## src/sv/toce_pkg.sv

```systemverilog
// ----------------------------------------------------------------------------
// toce_pkg
// shared types, codes and character helpers for the tty output expander
// ----------------------------------------------------------------------------
package toce_pkg;

    // widths
    localparam int CHAR_W    = 8;
    localparam int CFG_IDX_W = 3;
    localparam int CFG_DAT_W = 2;
    localparam int OP_W      = 3;

    // configuration register indexes
    localparam logic [CFG_IDX_W-1:0] REG_RAW      = 3'd0;
    localparam logic [CFG_IDX_W-1:0] REG_UPPER    = 3'd1;
    localparam logic [CFG_IDX_W-1:0] REG_CRLF     = 3'd2;
    localparam logic [CFG_IDX_W-1:0] REG_NL_KIND  = 3'd3;
    localparam logic [CFG_IDX_W-1:0] REG_TAB_KIND = 3'd4;
    localparam logic [CFG_IDX_W-1:0] REG_VT_ON    = 3'd5;
    localparam logic [CFG_IDX_W-1:0] REG_CR_KIND  = 3'd6;

    // delay kind codes
    localparam logic [1:0] NL_COLUMN  = 2'd1;
    localparam logic [1:0] NL_FIXED   = 2'd2;
    localparam logic [1:0] TAB_DELAY  = 2'd1;
    localparam logic [1:0] TAB_EXPAND = 2'd3;
    localparam logic [1:0] CR_SHORT   = 2'd1;
    localparam logic [1:0] CR_LONG    = 2'd2;

    // delay tick counts
    localparam logic [7:0] DLY_NL_MIN = 8'd6;
    localparam logic [7:0] DLY_NL_ADD = 8'd3;
    localparam logic [3:0] DLY_TAB_BASE = 4'd9;
    localparam logic [3:0] DLY_TAB_MIN  = 4'd5;
    localparam logic [7:0] DLY_VT     = 8'd127;
    localparam logic [7:0] DLY_CR_S   = 8'd5;
    localparam logic [7:0] DLY_CR_L   = 8'd10;

    // characters
    localparam logic [7:0] CH_BS    = 8'h08;
    localparam logic [7:0] CH_TAB   = 8'h09;
    localparam logic [7:0] CH_LF    = 8'h0A;
    localparam logic [7:0] CH_VT    = 8'h0B;
    localparam logic [7:0] CH_FF    = 8'h0C;
    localparam logic [7:0] CH_CR    = 8'h0D;
    localparam logic [7:0] CH_EOT   = 8'h04;
    localparam logic [7:0] CH_SPACE = 8'h20;
    localparam logic [7:0] CH_BSL   = 8'h5C;
    localparam logic [7:0] CH_TILDE = 8'h7E;
    localparam logic [7:0] CASE_OFS = 8'h20;
    localparam logic [7:0] ASCII_MASK = 8'h7F;

    // datapath operations
    localparam logic [OP_W-1:0] OP_NONE  = 3'd0;
    localparam logic [OP_W-1:0] OP_ESC   = 3'd1;
    localparam logic [OP_W-1:0] OP_CR    = 3'd2;
    localparam logic [OP_W-1:0] OP_CHAR  = 3'd3;
    localparam logic [OP_W-1:0] OP_SPACE = 3'd4;
    localparam logic [OP_W-1:0] OP_DELAY = 3'd5;

    typedef struct packed {
        logic            load;
        logic [OP_W-1:0] op;
        logic            last;
    } cmd_t;

    typedef struct packed {
        logic out_free;
        logic acc_raw;
        logic acc_eot;
        logic acc_tab;
        logic acc_esc;
        logic acc_cr;
        logic dly_nz;
        logic tab_last;
    } sts_t;

    // punctuation that an upper-case-only terminal gets as backslash + stand-in
    function automatic logic needs_escape(input logic [7:0] ch);
        logic hit;
        hit = 1'b0;
        case (ch)
            8'h7B, 8'h7D, 8'h7C, CH_TILDE, 8'h60: hit = 1'b1;
            default: hit = 1'b0;
        endcase
        return hit;
    endfunction

    function automatic logic [7:0] escape_char(input logic [7:0] ch);
        logic [7:0] r;
        r = ch;
        case (ch)
            8'h7B:    r = 8'h28;
            8'h7D:    r = 8'h29;
            8'h7C:    r = 8'h21;
            CH_TILDE: r = 8'h5E;
            8'h60:    r = 8'h27;
            default:  r = ch;
        endcase
        return r;
    endfunction

    // column after one character goes out
    function automatic logic [7:0] next_column(input logic [7:0] ch, input logic [7:0] col);
        logic [7:0] r;
        r = col;
        if (ch inside {[CH_SPACE:CH_TILDE]}) begin
            r = col + 8'd1;
        end else begin
            case (ch)
                CH_BS:
                begin
                    if (col != 8'd0) begin
                        r = col - 8'd1;
                    end
                end
                CH_LF, CH_CR: r = 8'd0;
                CH_TAB:       r = (col | 8'h07) + 8'd1;
                default:      r = col;
            endcase
        end
        return r;
    endfunction

    // delay in ticks that follows one character, zero for none
    function automatic logic [7:0] place_delay(
        input logic [7:0] ch,
        input logic [7:0] col,
        input logic [1:0] nl_kind,
        input logic [1:0] tab_kind,
        input logic       vt_on,
        input logic [1:0] cr_kind
    );
        logic [7:0] d;
        logic [7:0] nl_d;
        logic [3:0] tab_d;
        d     = 8'd0;
        nl_d  = {4'd0, col[7:4]} + DLY_NL_ADD;
        tab_d = DLY_TAB_BASE - {1'b0, col[2:0]};
        case (ch)
            CH_LF:
            begin
                if (nl_kind == NL_COLUMN) begin
                    if (col != 8'd0) begin
                        d = (nl_d < DLY_NL_MIN) ? DLY_NL_MIN : nl_d;
                    end
                end else if (nl_kind == NL_FIXED) begin
                    d = DLY_NL_MIN;
                end
            end
            CH_TAB:
            begin
                if (tab_kind == TAB_DELAY && tab_d >= DLY_TAB_MIN) begin
                    d = {4'd0, tab_d};
                end
            end
            CH_VT, CH_FF:
            begin
                if (vt_on) begin
                    d = DLY_VT;
                end
            end
            CH_CR:
            begin
                if (cr_kind == CR_SHORT) begin
                    d = DLY_CR_S;
                end else if (cr_kind == CR_LONG) begin
                    d = DLY_CR_L;
                end
            end
            default: d = 8'd0;
        endcase
        return d;
    endfunction

endpackage

```

## src/sv/toce_ctrl.sv

```systemverilog
// ----------------------------------------------------------------------------
// toce_ctrl
// controller: sequences the words of one character through the datapath
// ----------------------------------------------------------------------------
module toce_ctrl (
    input  logic            clk,
    input  logic            rst_n,
    input  logic            in_valid,
    output logic            in_stall,
    input  toce_pkg::sts_t  sts,
    output toce_pkg::cmd_t  cmd
);
    import toce_pkg::*;

    localparam logic [2:0] S_IDLE     = 3'd0;
    localparam logic [2:0] S_ESC      = 3'd1;
    localparam logic [2:0] S_CR       = 3'd2;
    localparam logic [2:0] S_CR_DLY   = 3'd3;
    localparam logic [2:0] S_CHAR     = 3'd4;
    localparam logic [2:0] S_CHAR_DLY = 3'd5;
    localparam logic [2:0] S_TAB      = 3'd6;

    logic [2:0] state_reg, state_next;

    always_comb
    begin
        state_next = state_reg;
        cmd.load   = 1'b0;
        cmd.op     = OP_NONE;
        cmd.last   = 1'b0;
        case (state_reg)
            S_IDLE:
            begin
                if (in_valid) begin
                    cmd.load = 1'b1;
                    if (sts.acc_raw) begin
                        state_next = S_CHAR;
                    end else if (sts.acc_eot) begin
                        state_next = S_IDLE;
                    end else if (sts.acc_tab) begin
                        state_next = S_TAB;
                    end else if (sts.acc_esc) begin
                        state_next = S_ESC;
                    end else if (sts.acc_cr) begin
                        state_next = S_CR;
                    end else begin
                        state_next = S_CHAR;
                    end
                end
            end
            S_ESC:
            begin
                if (sts.out_free) begin
                    cmd.op     = OP_ESC;
                    state_next = S_CHAR;
                end
            end
            S_CR:
            begin
                if (sts.out_free) begin
                    cmd.op     = OP_CR;
                    state_next = sts.dly_nz ? S_CR_DLY : S_CHAR;
                end
            end
            S_CR_DLY:
            begin
                if (sts.out_free) begin
                    cmd.op     = OP_DELAY;
                    state_next = S_CHAR;
                end
            end
            S_CHAR:
            begin
                if (sts.out_free) begin
                    cmd.op     = OP_CHAR;
                    cmd.last   = !sts.dly_nz;
                    state_next = sts.dly_nz ? S_CHAR_DLY : S_IDLE;
                end
            end
            S_CHAR_DLY:
            begin
                if (sts.out_free) begin
                    cmd.op     = OP_DELAY;
                    cmd.last   = 1'b1;
                    state_next = S_IDLE;
                end
            end
            S_TAB:
            begin
                if (sts.out_free) begin
                    cmd.op     = OP_SPACE;
                    cmd.last   = sts.tab_last;
                    state_next = sts.tab_last ? S_IDLE : S_TAB;
                end
            end
            default: state_next = S_IDLE;
        endcase
    end

    always_ff @(posedge clk or negedge rst_n)
    begin
        if (!rst_n) begin
            state_reg <= S_IDLE;
        end else begin
            state_reg <= state_next;
        end
    end

    assign in_stall = (state_reg != S_IDLE);

`ifndef SYNTHESIS
    // words only go out when the output register can take them
    a_op_when_free: assert property (@(posedge clk) disable iff (!rst_n)
        (cmd.op != OP_NONE) |-> sts.out_free)
        else $error("word issued into a full output register");

    // the delay word after a character comes only from a placed character
    a_dly_source: assert property (@(posedge clk) disable iff (!rst_n)
        $rose(state_reg == S_CHAR_DLY) |-> ($past(state_reg) == S_CHAR && $past(sts.dly_nz)))
        else $error("delay word without a delaying character");

    // a dropped end-of-transmission leaves the sequencer idle
    a_eot_drop: assert property (@(posedge clk) disable iff (!rst_n)
        (cmd.load && !sts.acc_raw && sts.acc_eot) |=> (state_reg == S_IDLE))
        else $error("end-of-transmission was not dropped");
`endif

endmodule

```

## config.mk

```make
export PLATFORM = sky130hd
export DESIGN_NAME = toce_ctrl
export DESIGN_NICKNAME = d
export VERILOG_FILES = /design/src/sv/toce_pkg.sv /design/src/sv/toce_ctrl.sv
export SDC_FILE = /design/constraint.sdc
export NUM_CORES = 1
export LEC_CHECK = 0
export BUFFER_PORTS_ARGS = -buffer_cell sky130_fd_sc_hd__buf_2
export CORE_AREA = 4 4 41 43
export CTS_CLUSTER_SIZE = 20
export DETAILED_ROUTE_END_ITERATION = 7
export DIE_AREA = 0 0 45 47
export SKIP_LAST_GASP = 1
export SLEW_MARGIN = 20
export SYNTH_ARGS = -nofsm -noshare
export SYNTH_HDL_FRONTEND = slang
export SYNTH_SLANG_ARGS = --single-unit
```

## constraint.sdc

```tcl
create_clock -name clk -period 1.5 [get_ports clk]
set_input_delay 0.075 -clock clk [delete_from_list [all_inputs] [get_ports clk]]
set_output_delay 0.075 -clock clk [all_outputs]
set_load 0.1 [all_outputs]
```

==> impl_metrics.json <==
{
  "outcome": "complete, but fails checks",
  "violations": "negative setup slack",
  "period_needed_ps": 1510,
  "grt_pass1_wl_mm": 1.95,
  "largest_register_ffs": 3,
  "routed_wl_mm": 1.15,
  "layout_commonest_cell": "buf_2",
  "ctsRootBufferMaster": "clkbuf_4",
  "drv_slew": 0,
  "area_growth_syn_to_layout_pct": 111,
  "hpwl_um": 792,
  "cts.path.max_buffers": 2,
  "drc": 0,
  "initialDrtViolationCount": 5,
  "slew_headroom_pct": 71.1,
  "fin_skew_ps": 2.80,
  "ff2ff_path_depth": 5,
  "crit_chain": "buf_6 -> xor2_1 -> nor2_1 -> a211oi_4 -> buf_12",
  "hold_viol_final": 0,
  "hp-class": "input port to asynchronous set/reset pin",
  "postRouteAntennaNets": 0,
  "fmax_ghz": 0.661,
  "rows": 13,
  "synthesis.nets": 59,
  "clk_pin_slew_ps": 40,
  "syn_inst": 48,
  "critPathRequiredTime_ps": 1420,
  "cp_max_fo": 7,
  "maxCapViolations": 0,
  "numPortBuffers": 16,
  "num_vias": 475,
  "cts_made_buffers": 3,
  "stdcell_count": 93,
  "grt_antenna_before_repair": 0,
  "start_util_pct": 26.8,
  "fin_crit_sh_pct": 101,
  "cp.arrival_ps": 1440,
  "grt_max_degree": 14,
  "cts_tree": "yes",
  "grt_pass1_vias": 494,
  "ys_ff_latch": 3,
  "dieArea_um2": 2120,
  "synth_cell_types": 26,
  "wl_per_cell_um": 12.3,
  "criticalPathCategory": "flop to primary output",
  "htreeDepth": 1,
  "drt-pass1-iter-count": 4,
  "place.gp.congestion": 0.734,
  "worst_pin_slew_ps": 433,
  "drive_gt1_share_pct": 56.4,
  "clock_latency_ps": 230,
  "grt_usage_pct": 12.6,
  "ios": 17,
  "dieHeight_um": 47,
  "ys_seq_area_share_pct": 21.5,
  "dieWidth_um": 45,
  "cpMaxStageDelayCell": "dfrtp_1",
  "diodes": 0,
  "overflow": 0,
  "slowest_delay_ps": 400,
  "dp_cells": 82,
  "crit_path_end_kind": "primary output",
  "syn_avg_cell_area_um2": 7.27,
  "final_cell_mix": "10 x buf_2, 9 x buf_4, 6 x buf_12, 5 x nand2_1",
  "yosysWarningCount": 0,
  "syn_area_um2": 349,
  "setup_tns_ps": -22.7,
  "critical_path.startpoint_type": "flop",
  "core_um2": 1300,
  "fin_nets": 90,
  "rsz0062_at_grt": "true",
  "vias_per_cell": 5.11,
  "clock-sinks": 3,
  "worst_slack_ps": -13.3,
  "finalSetupViolCount": 3
}
[Yosys cell counts (all sizes together)]
cell type  instances  area (um2)
nor2b              2        12.5
o311ai             1        8.76
xnor2              1        8.76
a22oi              1        7.51
nand2b             1        6.26
a32o               3        30.0
nand2              5        18.8
buf                3        15.0
dfrtp              3        75.1
and2               1        6.26
a211oi             1        7.51
nor2               3        11.3
xor2               1        8.76
o211ai             1        7.51
o21ai              5        25.0
nor3               4        25.0
or3                1        6.26
o31ai              1        7.51
inv                5        18.8
a21oi              2        10.0
o32ai              2        25.0
nor3b              1        7.51
[metal layers]
layer	part of all wire (%)	track usage, %	vias to the layer above
met5	0	0	-
met4	1.7	8.77	0
met3	7.4	1.15	2
met2	48	20.1	16
met1	43	16.1	216
li1	-	-	241
[per-stage QoR]
step	area, um2	utilization, %	hold WS [ps]	setup slack, ps
6_report	736	56.5	165	-13.3
3_5_place_dp	624	48.0	-128	19.3
5_1_grt	736	56.5	183	-83.8
2_1_floorplan	418	-	-221	-167
4_1_cts	683	52.5	155	-20.0
3_3_place_gp	624	48.0	-127	75.9
[worst max-delay path, delay by kind of cell (launching register included)]
| kind | cells | cell delay, ps |
|---|---|---|
| AO/OA/AOI/OAI | 1 | 200 |
| buffers and inverters | 2 | 370 |
| XOR/XNOR | 1 | 150 |
| AND/OR/NAND/NOR | 1 | 80 |
| flip-flops | 1 | 400 |
[worst paths after layout]
check	from	end	slack [ps]
min in group clk	sts[6]	state_reg[2]$_DFFE_PN0P_	270
setup reg to reg	state_reg[2]$_DFFE_PN0P_	state_reg[0]$_DFFE_PN0P_	30
hold reg to reg	state_reg[2]$_DFFE_PN0P_	state_reg[2]$_DFFE_PN0P_	770
hold / removal	rst_n	state_reg[1]$_DFFE_PN0P_	170
max in group asynchronous	rst_n	state_reg[0]$_DFFE_PN0P_	1230
setup / recovery	state_reg[1]$_DFFE_PN0P_	cmd[3]	-10
[repair_timing]
action                                 CTS  global route
endpoints found under the hold margin    3             0
buffers inserted                         2             4
pin swaps                                1             2
hold buffers                             1             0
resized for setup                        2             6
setup endpoints to repair                3             7
[cell type report]
cell class / instances / area (um2)
inverters: 5 / 26.3
repair buffers: 29 / 282
fillers: 113 / 566
clock buffers: 4 / 26.3
flip-flops and latches: 3 / 75.1
well taps: 15 / 18.8
multi-input cells: 37 / 308
[kinds of logic (layout without fill, tap and decap cells)]
group,Yosys count,count (layout),synth area share (%)
and+or+nand+nor,18,18,26.9
AOI/OAI and AO/OA,17,17,36.9
buffers and inverters,8,38,9.67
DFF,3,3,21.5
xor gates and xnor gates,2,2,5.02
Power is not shown: default switching activity piles up to over one toggle a cycle in this logic, so the estimate is an artifact.
