===== config.mk =====
export PLATFORM = sky130hd
export DESIGN_NAME = toce_dp
export DESIGN_NICKNAME = d
export VERILOG_FILES = /design/src/sv/toce_pkg.sv /design/src/sv/toce_dp.sv
export SDC_FILE = /design/constraint.sdc
export NUM_CORES = 1
export LEC_CHECK = 0
export BUFFER_PORTS_ARGS = -buffer_cell sky130_fd_sc_hd__buf_4
export CORE_MARGIN = 5
export CORE_UTILIZATION = 58
export DETAILED_ROUTE_END_ITERATION = 16
export GPL_ROUTABILITY_DRIVEN = 0
export MAX_ROUTING_LAYER = met4
export PLACE_DENSITY = 0.8
export SYNTH_ARGS = -nofsm -noshare
export SYNTH_HDL_FRONTEND = slang
export SYNTH_SLANG_ARGS = --single-unit

===== constraint.sdc =====
create_clock -name clk -period 5.8 [get_ports clk]
set_input_delay 1.74 -clock clk [delete_from_list [all_inputs] [get_ports clk]]
set_output_delay 1.74 -clock clk [all_outputs]
set_load 0.1 [all_outputs]

===== src/sv/toce_pkg.sv =====
// ----------------------------------------------------------------------------
// toce_pkg
// shared types, codes and character helpers for the tty output expander
// ----------------------------------------------------------------------------
package toce_pkg;

    // widths
    localparam int CHAR_W    = 8;
    localparam int CFG_IDX_W = 3;
    localparam int CFG_DAT_W = 2;
    localparam int OP_W      = 3;

    // configuration register indexes
    localparam logic [CFG_IDX_W-1:0] REG_RAW      = 3'd0;
    localparam logic [CFG_IDX_W-1:0] REG_UPPER    = 3'd1;
    localparam logic [CFG_IDX_W-1:0] REG_CRLF     = 3'd2;
    localparam logic [CFG_IDX_W-1:0] REG_NL_KIND  = 3'd3;
    localparam logic [CFG_IDX_W-1:0] REG_TAB_KIND = 3'd4;
    localparam logic [CFG_IDX_W-1:0] REG_VT_ON    = 3'd5;
    localparam logic [CFG_IDX_W-1:0] REG_CR_KIND  = 3'd6;

    // delay kind codes
    localparam logic [1:0] NL_COLUMN  = 2'd1;
    localparam logic [1:0] NL_FIXED   = 2'd2;
    localparam logic [1:0] TAB_DELAY  = 2'd1;
    localparam logic [1:0] TAB_EXPAND = 2'd3;
    localparam logic [1:0] CR_SHORT   = 2'd1;
    localparam logic [1:0] CR_LONG    = 2'd2;

    // delay tick counts
    localparam logic [7:0] DLY_NL_MIN = 8'd6;
    localparam logic [7:0] DLY_NL_ADD = 8'd3;
    localparam logic [3:0] DLY_TAB_BASE = 4'd9;
    localparam logic [3:0] DLY_TAB_MIN  = 4'd5;
    localparam logic [7:0] DLY_VT     = 8'd127;
    localparam logic [7:0] DLY_CR_S   = 8'd5;
    localparam logic [7:0] DLY_CR_L   = 8'd10;

    // characters
    localparam logic [7:0] CH_BS    = 8'h08;
    localparam logic [7:0] CH_TAB   = 8'h09;
    localparam logic [7:0] CH_LF    = 8'h0A;
    localparam logic [7:0] CH_VT    = 8'h0B;
    localparam logic [7:0] CH_FF    = 8'h0C;
    localparam logic [7:0] CH_CR    = 8'h0D;
    localparam logic [7:0] CH_EOT   = 8'h04;
    localparam logic [7:0] CH_SPACE = 8'h20;
    localparam logic [7:0] CH_BSL   = 8'h5C;
    localparam logic [7:0] CH_TILDE = 8'h7E;
    localparam logic [7:0] CASE_OFS = 8'h20;
    localparam logic [7:0] ASCII_MASK = 8'h7F;

    // datapath operations
    localparam logic [OP_W-1:0] OP_NONE  = 3'd0;
    localparam logic [OP_W-1:0] OP_ESC   = 3'd1;
    localparam logic [OP_W-1:0] OP_CR    = 3'd2;
    localparam logic [OP_W-1:0] OP_CHAR  = 3'd3;
    localparam logic [OP_W-1:0] OP_SPACE = 3'd4;
    localparam logic [OP_W-1:0] OP_DELAY = 3'd5;

    typedef struct packed {
        logic            load;
        logic [OP_W-1:0] op;
        logic            last;
    } cmd_t;

    typedef struct packed {
        logic out_free;
        logic acc_raw;
        logic acc_eot;
        logic acc_tab;
        logic acc_esc;
        logic acc_cr;
        logic dly_nz;
        logic tab_last;
    } sts_t;

    // punctuation that an upper-case-only terminal gets as backslash + stand-in
    function automatic logic needs_escape(input logic [7:0] ch);
        logic hit;
        hit = 1'b0;
        case (ch)
            8'h7B, 8'h7D, 8'h7C, CH_TILDE, 8'h60: hit = 1'b1;
            default: hit = 1'b0;
        endcase
        return hit;
    endfunction

    function automatic logic [7:0] escape_char(input logic [7:0] ch);
        logic [7:0] r;
        r = ch;
        case (ch)
            8'h7B:    r = 8'h28;
            8'h7D:    r = 8'h29;
            8'h7C:    r = 8'h21;
            CH_TILDE: r = 8'h5E;
            8'h60:    r = 8'h27;
            default:  r = ch;
        endcase
        return r;
    endfunction

    // column after one character goes out
    function automatic logic [7:0] next_column(input logic [7:0] ch, input logic [7:0] col);
        logic [7:0] r;
        r = col;
        if (ch inside {[CH_SPACE:CH_TILDE]}) begin
            r = col + 8'd1;
        end else begin
            case (ch)
                CH_BS:
                begin
                    if (col != 8'd0) begin
                        r = col - 8'd1;
                    end
                end
                CH_LF, CH_CR: r = 8'd0;
                CH_TAB:       r = (col | 8'h07) + 8'd1;
                default:      r = col;
            endcase
        end
        return r;
    endfunction

    // delay in ticks that follows one character, zero for none
    function automatic logic [7:0] place_delay(
        input logic [7:0] ch,
        input logic [7:0] col,
        input logic [1:0] nl_kind,
        input logic [1:0] tab_kind,
        input logic       vt_on,
        input logic [1:0] cr_kind
    );
        logic [7:0] d;
        logic [7:0] nl_d;
        logic [3:0] tab_d;
        d     = 8'd0;
        nl_d  = {4'd0, col[7:4]} + DLY_NL_ADD;
        tab_d = DLY_TAB_BASE - {1'b0, col[2:0]};
        case (ch)
            CH_LF:
            begin
                if (nl_kind == NL_COLUMN) begin
                    if (col != 8'd0) begin
                        d = (nl_d < DLY_NL_MIN) ? DLY_NL_MIN : nl_d;
                    end
                end else if (nl_kind == NL_FIXED) begin
                    d = DLY_NL_MIN;
                end
            end
            CH_TAB:
            begin
                if (tab_kind == TAB_DELAY && tab_d >= DLY_TAB_MIN) begin
                    d = {4'd0, tab_d};
                end
            end
            CH_VT, CH_FF:
            begin
                if (vt_on) begin
                    d = DLY_VT;
                end
            end
            CH_CR:
            begin
                if (cr_kind == CR_SHORT) begin
                    d = DLY_CR_S;
                end else if (cr_kind == CR_LONG) begin
                    d = DLY_CR_L;
                end
            end
            default: d = 8'd0;
        endcase
        return d;
    endfunction

endpackage


===== src/sv/toce_dp.sv =====
// ----------------------------------------------------------------------------
// toce_dp
// datapath: config registers, character latch, column, delay and output word
// ----------------------------------------------------------------------------
module toce_dp (
    input  logic                               clk,
    input  logic                               rst_n,
    input  logic                               cfg_we,
    input  logic [toce_pkg::CFG_IDX_W-1:0]     cfg_index,
    input  logic [toce_pkg::CFG_DAT_W-1:0]     cfg_data,
    input  logic [toce_pkg::CHAR_W-1:0]        in_char,
    input  logic                               out_stall,
    input  toce_pkg::cmd_t                     cmd,
    output toce_pkg::sts_t                     sts,
    output logic                               out_valid,
    output logic [toce_pkg::CHAR_W-1:0]        out_byte,
    output logic                               is_delay,
    output logic                               last_of_run
);
    import toce_pkg::*;

    logic       raw_reg, upper_reg, crlf_reg, vt_reg;
    logic [1:0] nl_kind_reg, tab_kind_reg, cr_kind_reg;
    logic [7:0] column_reg, column_next;
    logic [7:0] char_reg, char_next;
    logic [7:0] dly_reg;
    logic       out_valid_reg;
    logic [7:0] out_byte_reg;
    logic       is_delay_reg, last_reg;

    logic [7:0] c7;
    logic [7:0] op_char;
    logic [7:0] op_dly;
    logic [7:0] emit_byte;
    logic       is_place;

    // configuration writes
    always_ff @(posedge clk or negedge rst_n)
    begin
        if (!rst_n) begin
            raw_reg      <= 1'b0;
            upper_reg    <= 1'b0;
            crlf_reg     <= 1'b0;
            nl_kind_reg  <= 2'd0;
            tab_kind_reg <= 2'd0;
            vt_reg       <= 1'b0;
            cr_kind_reg  <= 2'd0;
        end else if (cfg_we) begin
            case (cfg_index)
                REG_RAW:      raw_reg      <= cfg_data[0];
                REG_UPPER:    upper_reg    <= cfg_data[0];
                REG_CRLF:     crlf_reg     <= cfg_data[0];
                REG_NL_KIND:  nl_kind_reg  <= cfg_data;
                REG_TAB_KIND: tab_kind_reg <= cfg_data;
                REG_VT_ON:    vt_reg       <= cfg_data[0];
                REG_CR_KIND:  cr_kind_reg  <= cfg_data;
                default:      ;
            endcase
        end
    end

    // incoming character classification
    assign c7 = in_char & ASCII_MASK;

    always_comb
    begin
        char_next = c7;
        if (raw_reg) begin
            char_next = in_char;
        end else if (upper_reg) begin
            if (c7 inside {[8'h61:8'h7A]}) begin
                char_next = c7 - CASE_OFS;
            end else if (needs_escape(c7)) begin
                char_next = escape_char(c7);
            end
        end
    end

    assign sts.acc_raw = raw_reg;
    assign sts.acc_eot = (c7 == CH_EOT);
    assign sts.acc_tab = (c7 == CH_TAB) && (tab_kind_reg == TAB_EXPAND);
    assign sts.acc_esc = upper_reg && needs_escape(c7);
    assign sts.acc_cr  = crlf_reg && (c7 == CH_LF);

    // character of the current operation and the delay it causes
    always_comb
    begin
        op_char  = char_reg;
        is_place = 1'b1;
        case (cmd.op)
            OP_ESC:   op_char = CH_BSL;
            OP_CR:    op_char = CH_CR;
            OP_CHAR:  op_char = char_reg;
            OP_SPACE: op_char = CH_SPACE;
            default:  is_place = 1'b0;
        endcase
    end

    always_comb
    begin
        if (raw_reg) begin
            op_dly      = 8'd0;
            column_next = column_reg;
        end else begin
            op_dly      = place_delay(op_char, column_reg, nl_kind_reg, tab_kind_reg,
                                      vt_reg, cr_kind_reg);
            column_next = next_column(op_char, column_reg);
        end
    end

    assign emit_byte    = (cmd.op == OP_DELAY) ? dly_reg : op_char;
    assign sts.dly_nz   = (op_dly != 8'd0);
    assign sts.tab_last = (column_reg[2:0] == 3'd7);
    assign sts.out_free = !out_valid_reg || !out_stall;

    always_ff @(posedge clk or negedge rst_n)
    begin
        if (!rst_n) begin
            column_reg    <= 8'd0;
            out_valid_reg <= 1'b0;
        end else begin
            if (is_place) begin
                column_reg <= column_next;
            end
            if (cmd.op != OP_NONE) begin
                out_valid_reg <= 1'b1;
            end else if (!out_stall) begin
                out_valid_reg <= 1'b0;
            end
        end
    end

    always_ff @(posedge clk)
    begin
        if (cmd.load) begin
            char_reg <= char_next;
        end
        if (is_place) begin
            dly_reg <= op_dly;
        end
        if (cmd.op != OP_NONE) begin
            out_byte_reg <= emit_byte;
            is_delay_reg <= (cmd.op == OP_DELAY);
            last_reg     <= cmd.last;
        end
    end

    assign out_valid   = out_valid_reg;
    assign out_byte    = out_byte_reg;
    assign is_delay    = is_delay_reg;
    assign last_of_run = last_reg;

`ifndef SYNTHESIS
    // raw words leave the column alone
    a_raw_column: assert property (@(posedge clk) disable iff (!rst_n)
        (cmd.op == OP_CHAR && raw_reg) |=> $stable(column_reg))
        else $error("column moved on a raw word");

    // the final space of an expanded tab lands on a tab stop
    a_tab_stop: assert property (@(posedge clk) disable iff (!rst_n)
        (cmd.op == OP_SPACE && cmd.last) |=> (column_reg[2:0] == 3'd0))
        else $error("tab expansion ended off a tab stop");

    // a word is never written over one that is still waiting
    a_no_overwrite: assert property (@(posedge clk) disable iff (!rst_n)
        (out_valid_reg && out_stall) |-> (cmd.op == OP_NONE))
        else $error("output word overwritten while stalled");
`endif

endmodule


==> metrics.txt <==
# TYPE chip_impl_metric gauge
chip_impl_info{name="status",value="completed"} 1
chip_impl_metric{name="route.detailed.vias_per_inst",unit=""} 6.13
chip_impl_metric{name="clock_insertion_delay_worst_skew",unit="ns"} 0.29
chip_impl_metric{name="finalWorstPathRequiredPeriod",unit="ns"} 5.65
chip_impl_info{name="synth_ff_type",value="edfxtp_1"} 1
chip_impl_metric{name="io_buffer_count",unit=""} 40
chip_impl_metric{name="grt_start_max_net_pins",unit=""} 25
chip_impl_metric{name="crit_arrival",unit="ns"} 3.91
chip_impl_info{name="clk_root_buffer_cell",value="clkbuf_8"} 1
chip_impl_metric{name="drt_iter0_drc",unit=""} 259
chip_impl_metric{name="ys_seq_area_share",unit="%"} 37.7
chip_impl_metric{name="route.detailed.wl_per_inst",unit="um"} 15.8
chip_impl_metric{name="layout.filler_cells",unit=""} 445
chip_impl_info{name="critical_path_class",value="in2out"} 1
chip_impl_metric{name="synthesized_netlist_net_count",unit=""} 382
chip_impl_metric{name="crit_fanout",unit=""} 24
chip_impl_metric{name="multi_input_comb_area",unit="um2"} 1850
chip_impl_info{name="cpMostUsedCell",value="buf_4"} 1
chip_impl_metric{name="max-slew-margin-rel",unit="%"} 35.4
chip_impl_metric{name="post_synth_fa_ha_maj_area_fraction",unit="%"} 5.13
chip_impl_metric{name="cts-hold-fix-buffers",unit=""} 0
chip_impl_metric{name="stage_delay_of_the_slowest_cell_on_the_critical_path",unit="ns"} 0.44
chip_impl_metric{name="finish.utilization",unit="%"} 67.8
chip_impl_metric{name="number_of_setup_violations_in_the_final_report",unit=""} 0
chip_impl_metric{name="yosysWarningCount",unit=""} 0
chip_impl_metric{name="start_util",unit="%"} 58.6
chip_impl_info{name="largest_family_of_logic_cells_by_synthesized_area",value="simple AND/OR/NAND/NOR gates"} 1
chip_impl_metric{name="pin_count",unit=""} 41
chip_impl_metric{name="finalHoldWorstSlack",unit="ns"} 0.505
chip_impl_metric{name="dp_slack",unit="ns"} 0.0750
chip_impl_metric{name="report.final.hold_viol_count",unit=""} 0
chip_impl_metric{name="antennaDiodeCount",unit=""} 0
chip_impl_metric{name="initial_antenna_violation_count",unit=""} 0
chip_impl_metric{name="synth_xor_xnor_area_share",unit="%"} 1.93
chip_impl_metric{name="dr_total_vias",unit=""} 2825
chip_impl_info{name="critPathSlowestCell",value="or3b_4"} 1
chip_impl_metric{name="postSynthAreaPerCell",unit="um2"} 9.13
chip_impl_metric{name="h-tree-depth",unit=""} 2
chip_impl_info{name="hp-class",value="reg2reg"} 1
chip_impl_metric{name="finalCritPeriodShare",unit="%"} 97.4
chip_impl_metric{name="yosys_register_bits",unit=""} 43
chip_impl_metric{name="routed_wirelength",unit="mm"} 7.28
chip_impl_metric{name="worst_pin_slew",unit="ns"} 0.962
chip_impl_metric{name="synth.mux.area_fraction",unit="%"} 4.93
chip_impl_metric{name="first_global_vias",unit=""} 2684
chip_impl_metric{name="synth-compound-area-share",unit="%"} 22.7
chip_impl_metric{name="antenna_left",unit=""} 0
chip_impl_info{name="critPathTopFamily",value="simple AND/OR/NAND/NOR gates"} 1
chip_impl_metric{name="globalRouteTotalUtil",unit="%"} 21.4
chip_impl_metric{name="fin_tns_setup",unit="ns"} 0
chip_impl_metric{name="synth_edf_count",unit=""} 24
chip_impl_info{name="crit_path_end_kind",value="primary output"} 1
chip_impl_metric{name="clock.fmax",unit="MHz"} 177
chip_impl_metric{name="cts_num_sinks",unit=""} 43
chip_impl_metric{name="flow.area_growth_from_synthesis",unit="%"} 15.6
chip_impl_metric{name="cellPowerDensity",unit="nW/um2"} 325
chip_impl_metric{name="hpwl",unit="mm"} 5.43
chip_impl_metric{name="crit_buf_inv",unit=""} 4
chip_impl_metric{name="die_h",unit="um"} 83.9
chip_impl_metric{name="coreArea",unit="um2"} 5410
chip_impl_metric{name="overall_die_width",unit="um"} 83.9
chip_impl_metric{name="clkTransAtPathRegs",unit="ns"} 0.07
chip_impl_info{name="tritoncts_clock_tree",value="done"} 1
chip_impl_metric{name="slew_viol_final",unit=""} 0
chip_impl_metric{name="total_leakage_power",unit="nW"} 1.45
chip_impl_metric{name="critical_path_required",unit="ns"} 4.06
chip_impl_metric{name="layout_setup_ws",unit="ns"} 0.149
chip_impl_metric{name="rows",unit=""} 27
chip_impl_metric{name="timing.clock.skew",unit="ns"} 0.00595
chip_impl_metric{name="syn_area",unit="um2"} 3170
chip_impl_metric{name="grt_first_pass_wirelength",unit="mm"} 12.3
chip_impl_info{name="unrepaired_setup_endpoints_after_global_routing",value="false"} 1
chip_impl_metric{name="die-area",unit="um2"} 7040
chip_impl_metric{name="synth_cells",unit=""} 347
chip_impl_metric{name="netlist-cell-type-count",unit=""} 62
chip_impl_metric{name="yosys.area_share.simple",unit="%"} 23.1
chip_impl_metric{name="synth-async-reset-ratio",unit="%"} 44.2
chip_impl_metric{name="drc",unit=""} 0
chip_impl_metric{name="seq_area",unit="um2"} 1200
chip_impl_info{name="worst_path_cell_chain",value="buf_4 -> or3b_4 -> o211ai_1 -> inv_2 -> o2111ai_1 -> o41ai_1 -> nor4b_1 -> buf_4 -> a21oi_4 -> buf_4"} 1
chip_impl_info{name="start_kind",value="input pin"} 1
chip_impl_metric{name="cts-buffers-inserted",unit=""} 5
chip_impl_metric{name="vdd_drop_max",unit="mV"} 0.222
chip_impl_metric{name="global_route.overflow_total",unit=""} 0
chip_impl_metric{name="post_route_cells_drive_above_1_share",unit="%"} 19.5
chip_impl_metric{name="drtPass1Iterations",unit=""} 4
chip_impl_metric{name="clock_tree.buffer_depth",unit=""} 2
chip_impl_metric{name="drv_cap",unit=""} 0
chip_impl_metric{name="design.final.nets",unit=""} 423
-- cells in the final DEF (no fill, tap or decap), drive strengths merged, types with 5 or more instances in the layout --
master	netlist	layout
buf	6	48
nand2	30	30
o21ai	27	27
nor2	24	24
edfxtp	24	24
dfrtp	19	19
a21oi	17	17
inv	16	16
mux2	13	13
ha	13	13
nor3	12	12
nand3	11	11
nand2b	11	11
nor2b	10	10
clkbuf	8	7
o21a	6	6
nand4b	6	6
nor3b	6	6
a31oi	6	6
xnor2	5	5
a21o	5	5
-- synthesized netlist by cell type, drive strengths merged, types with 2 or more instances --
master,instances,share of area (%)
o21a,6,1.4
a22o,2,0.55
inv,16,1.9
a21oi,17,2.7
nor2,24,2.8
a211oi,4,0.95
ha,13,5.1
nand4b,6,1.7
or3b,2,0.55
xnor2,5,1.4
nand2,30,3.6
a22oi,4,0.95
nand3,11,1.7
nor2b,10,2.0
o31ai,3,0.71
buf,6,1.6
o2111ai,4,1.1
and3b,2,0.55
edfxtp,24,23
o22ai,4,0.79
and3,3,0.59
a31oi,6,1.4
nand2b,11,2.2
a21boi,4,0.95
o211ai,4,0.95
or2,2,0.39
clkbuf,8,0.95
nor3b,6,1.4
nand4,4,0.79
and2,4,0.87
mux2,13,4.6
nor4,2,0.87
a211o,2,0.55
xor2,2,0.55
o32ai,2,0.55
a32o,2,0.63
nor3,12,1.9
a21o,5,1.2
dfrtp,19,15
o21ai,27,4.3
o2bb2ai,3,0.83
-- stage by stage --
| step | total power, mW | instance area, um2 | instances |
|---|---|---|---|
| 6_report | 1.19 | 3660 | 461 |
| 5_1_grt | 1.27 | 3660 | 461 |
| 4_1_cts | 1.19 | 3650 | 460 |
| 3_5_place_dp | 0.963 | 3540 | 452 |
| 3_3_place_gp | 0.948 | 3540 | 452 |
| 2_1_floorplan | 0.839 | 3180 | 347 |
-- power breakdown --
part           internal, mW  switching [mW]
combinational         0.191           0.313
clock                 0.129          0.0948
sequential            0.382          0.0817
total                 0.702           0.489
-- final timing paths --
check	to	startpoint	slack [ns]	cells after the start
hold reg to reg	out_valid$_DFFE_PN0P_	out_valid$_DFFE_PN0P_	0.50	2
hold / removal	out_valid$_DFFE_PN0P_	out_valid$_DFFE_PN0P_	0.50	2
setup / recovery	sts[1]	cmd[1]	0.15	10
setup reg to reg	column_reg[3]$_DFFE_PN0P_	char_reg[0]$_DFFE_PP_	3.11	7
min in group asynchronous	column_reg[3]$_DFFE_PN0P_	rst_n	1.32	1
max in group asynchronous	nl_kind_reg[0]$_DFFE_PN0P_	rst_n	4.27	1
-- cell type report --
class	instances	area share, %
multi-input combinational	274	50.5
sequential	43	32.6
timing repair buffer	48	9.83
tap	72	2.46
clock buffer	7	2.08
inverter	16	1.64
clock inverter	1	0.819
-- per-layer routing --
metal	vias to the layer above	GRT usage [%]	wire length [um]
li1	1387	-	-
met1	1332	28.4	3320
met2	89	32.5	3400
met3	17	4.74	428
met4	0	7.16	129
met5	-	-	0
-- cell families (layout without fill, tap and decap cells) --
group / after synthesis / after routing
buffers and inverters: 30 / 72
AOI/OAI and AO/OA: 106 / 106
adders and majority gates: 13 / 13
and+or+nand+nor: 134 / 134
muxes: 14 / 14
xor gates and xnor gates: 7 / 7
DFF: 43 / 43
-- what timing repair did --
item                       4_1_cts  5_1_grt
hold endpoints to repair         0        0
setup endpoints to repair        0        1
resized for setup                0        2
setup buffers                    0        1
-- worst reg2reg max path: stages (launching register included) --
cell and delay (ns):
edfxtp_1 0.47, nand2_1 0.13, o221ai_2 0.28, a31oi_1 0.23
o21ai_1 0.80, and2_4 0.32, a211oi_1 0.07, o31ai_1 0.27
Power figures use the tool's default switching activity.
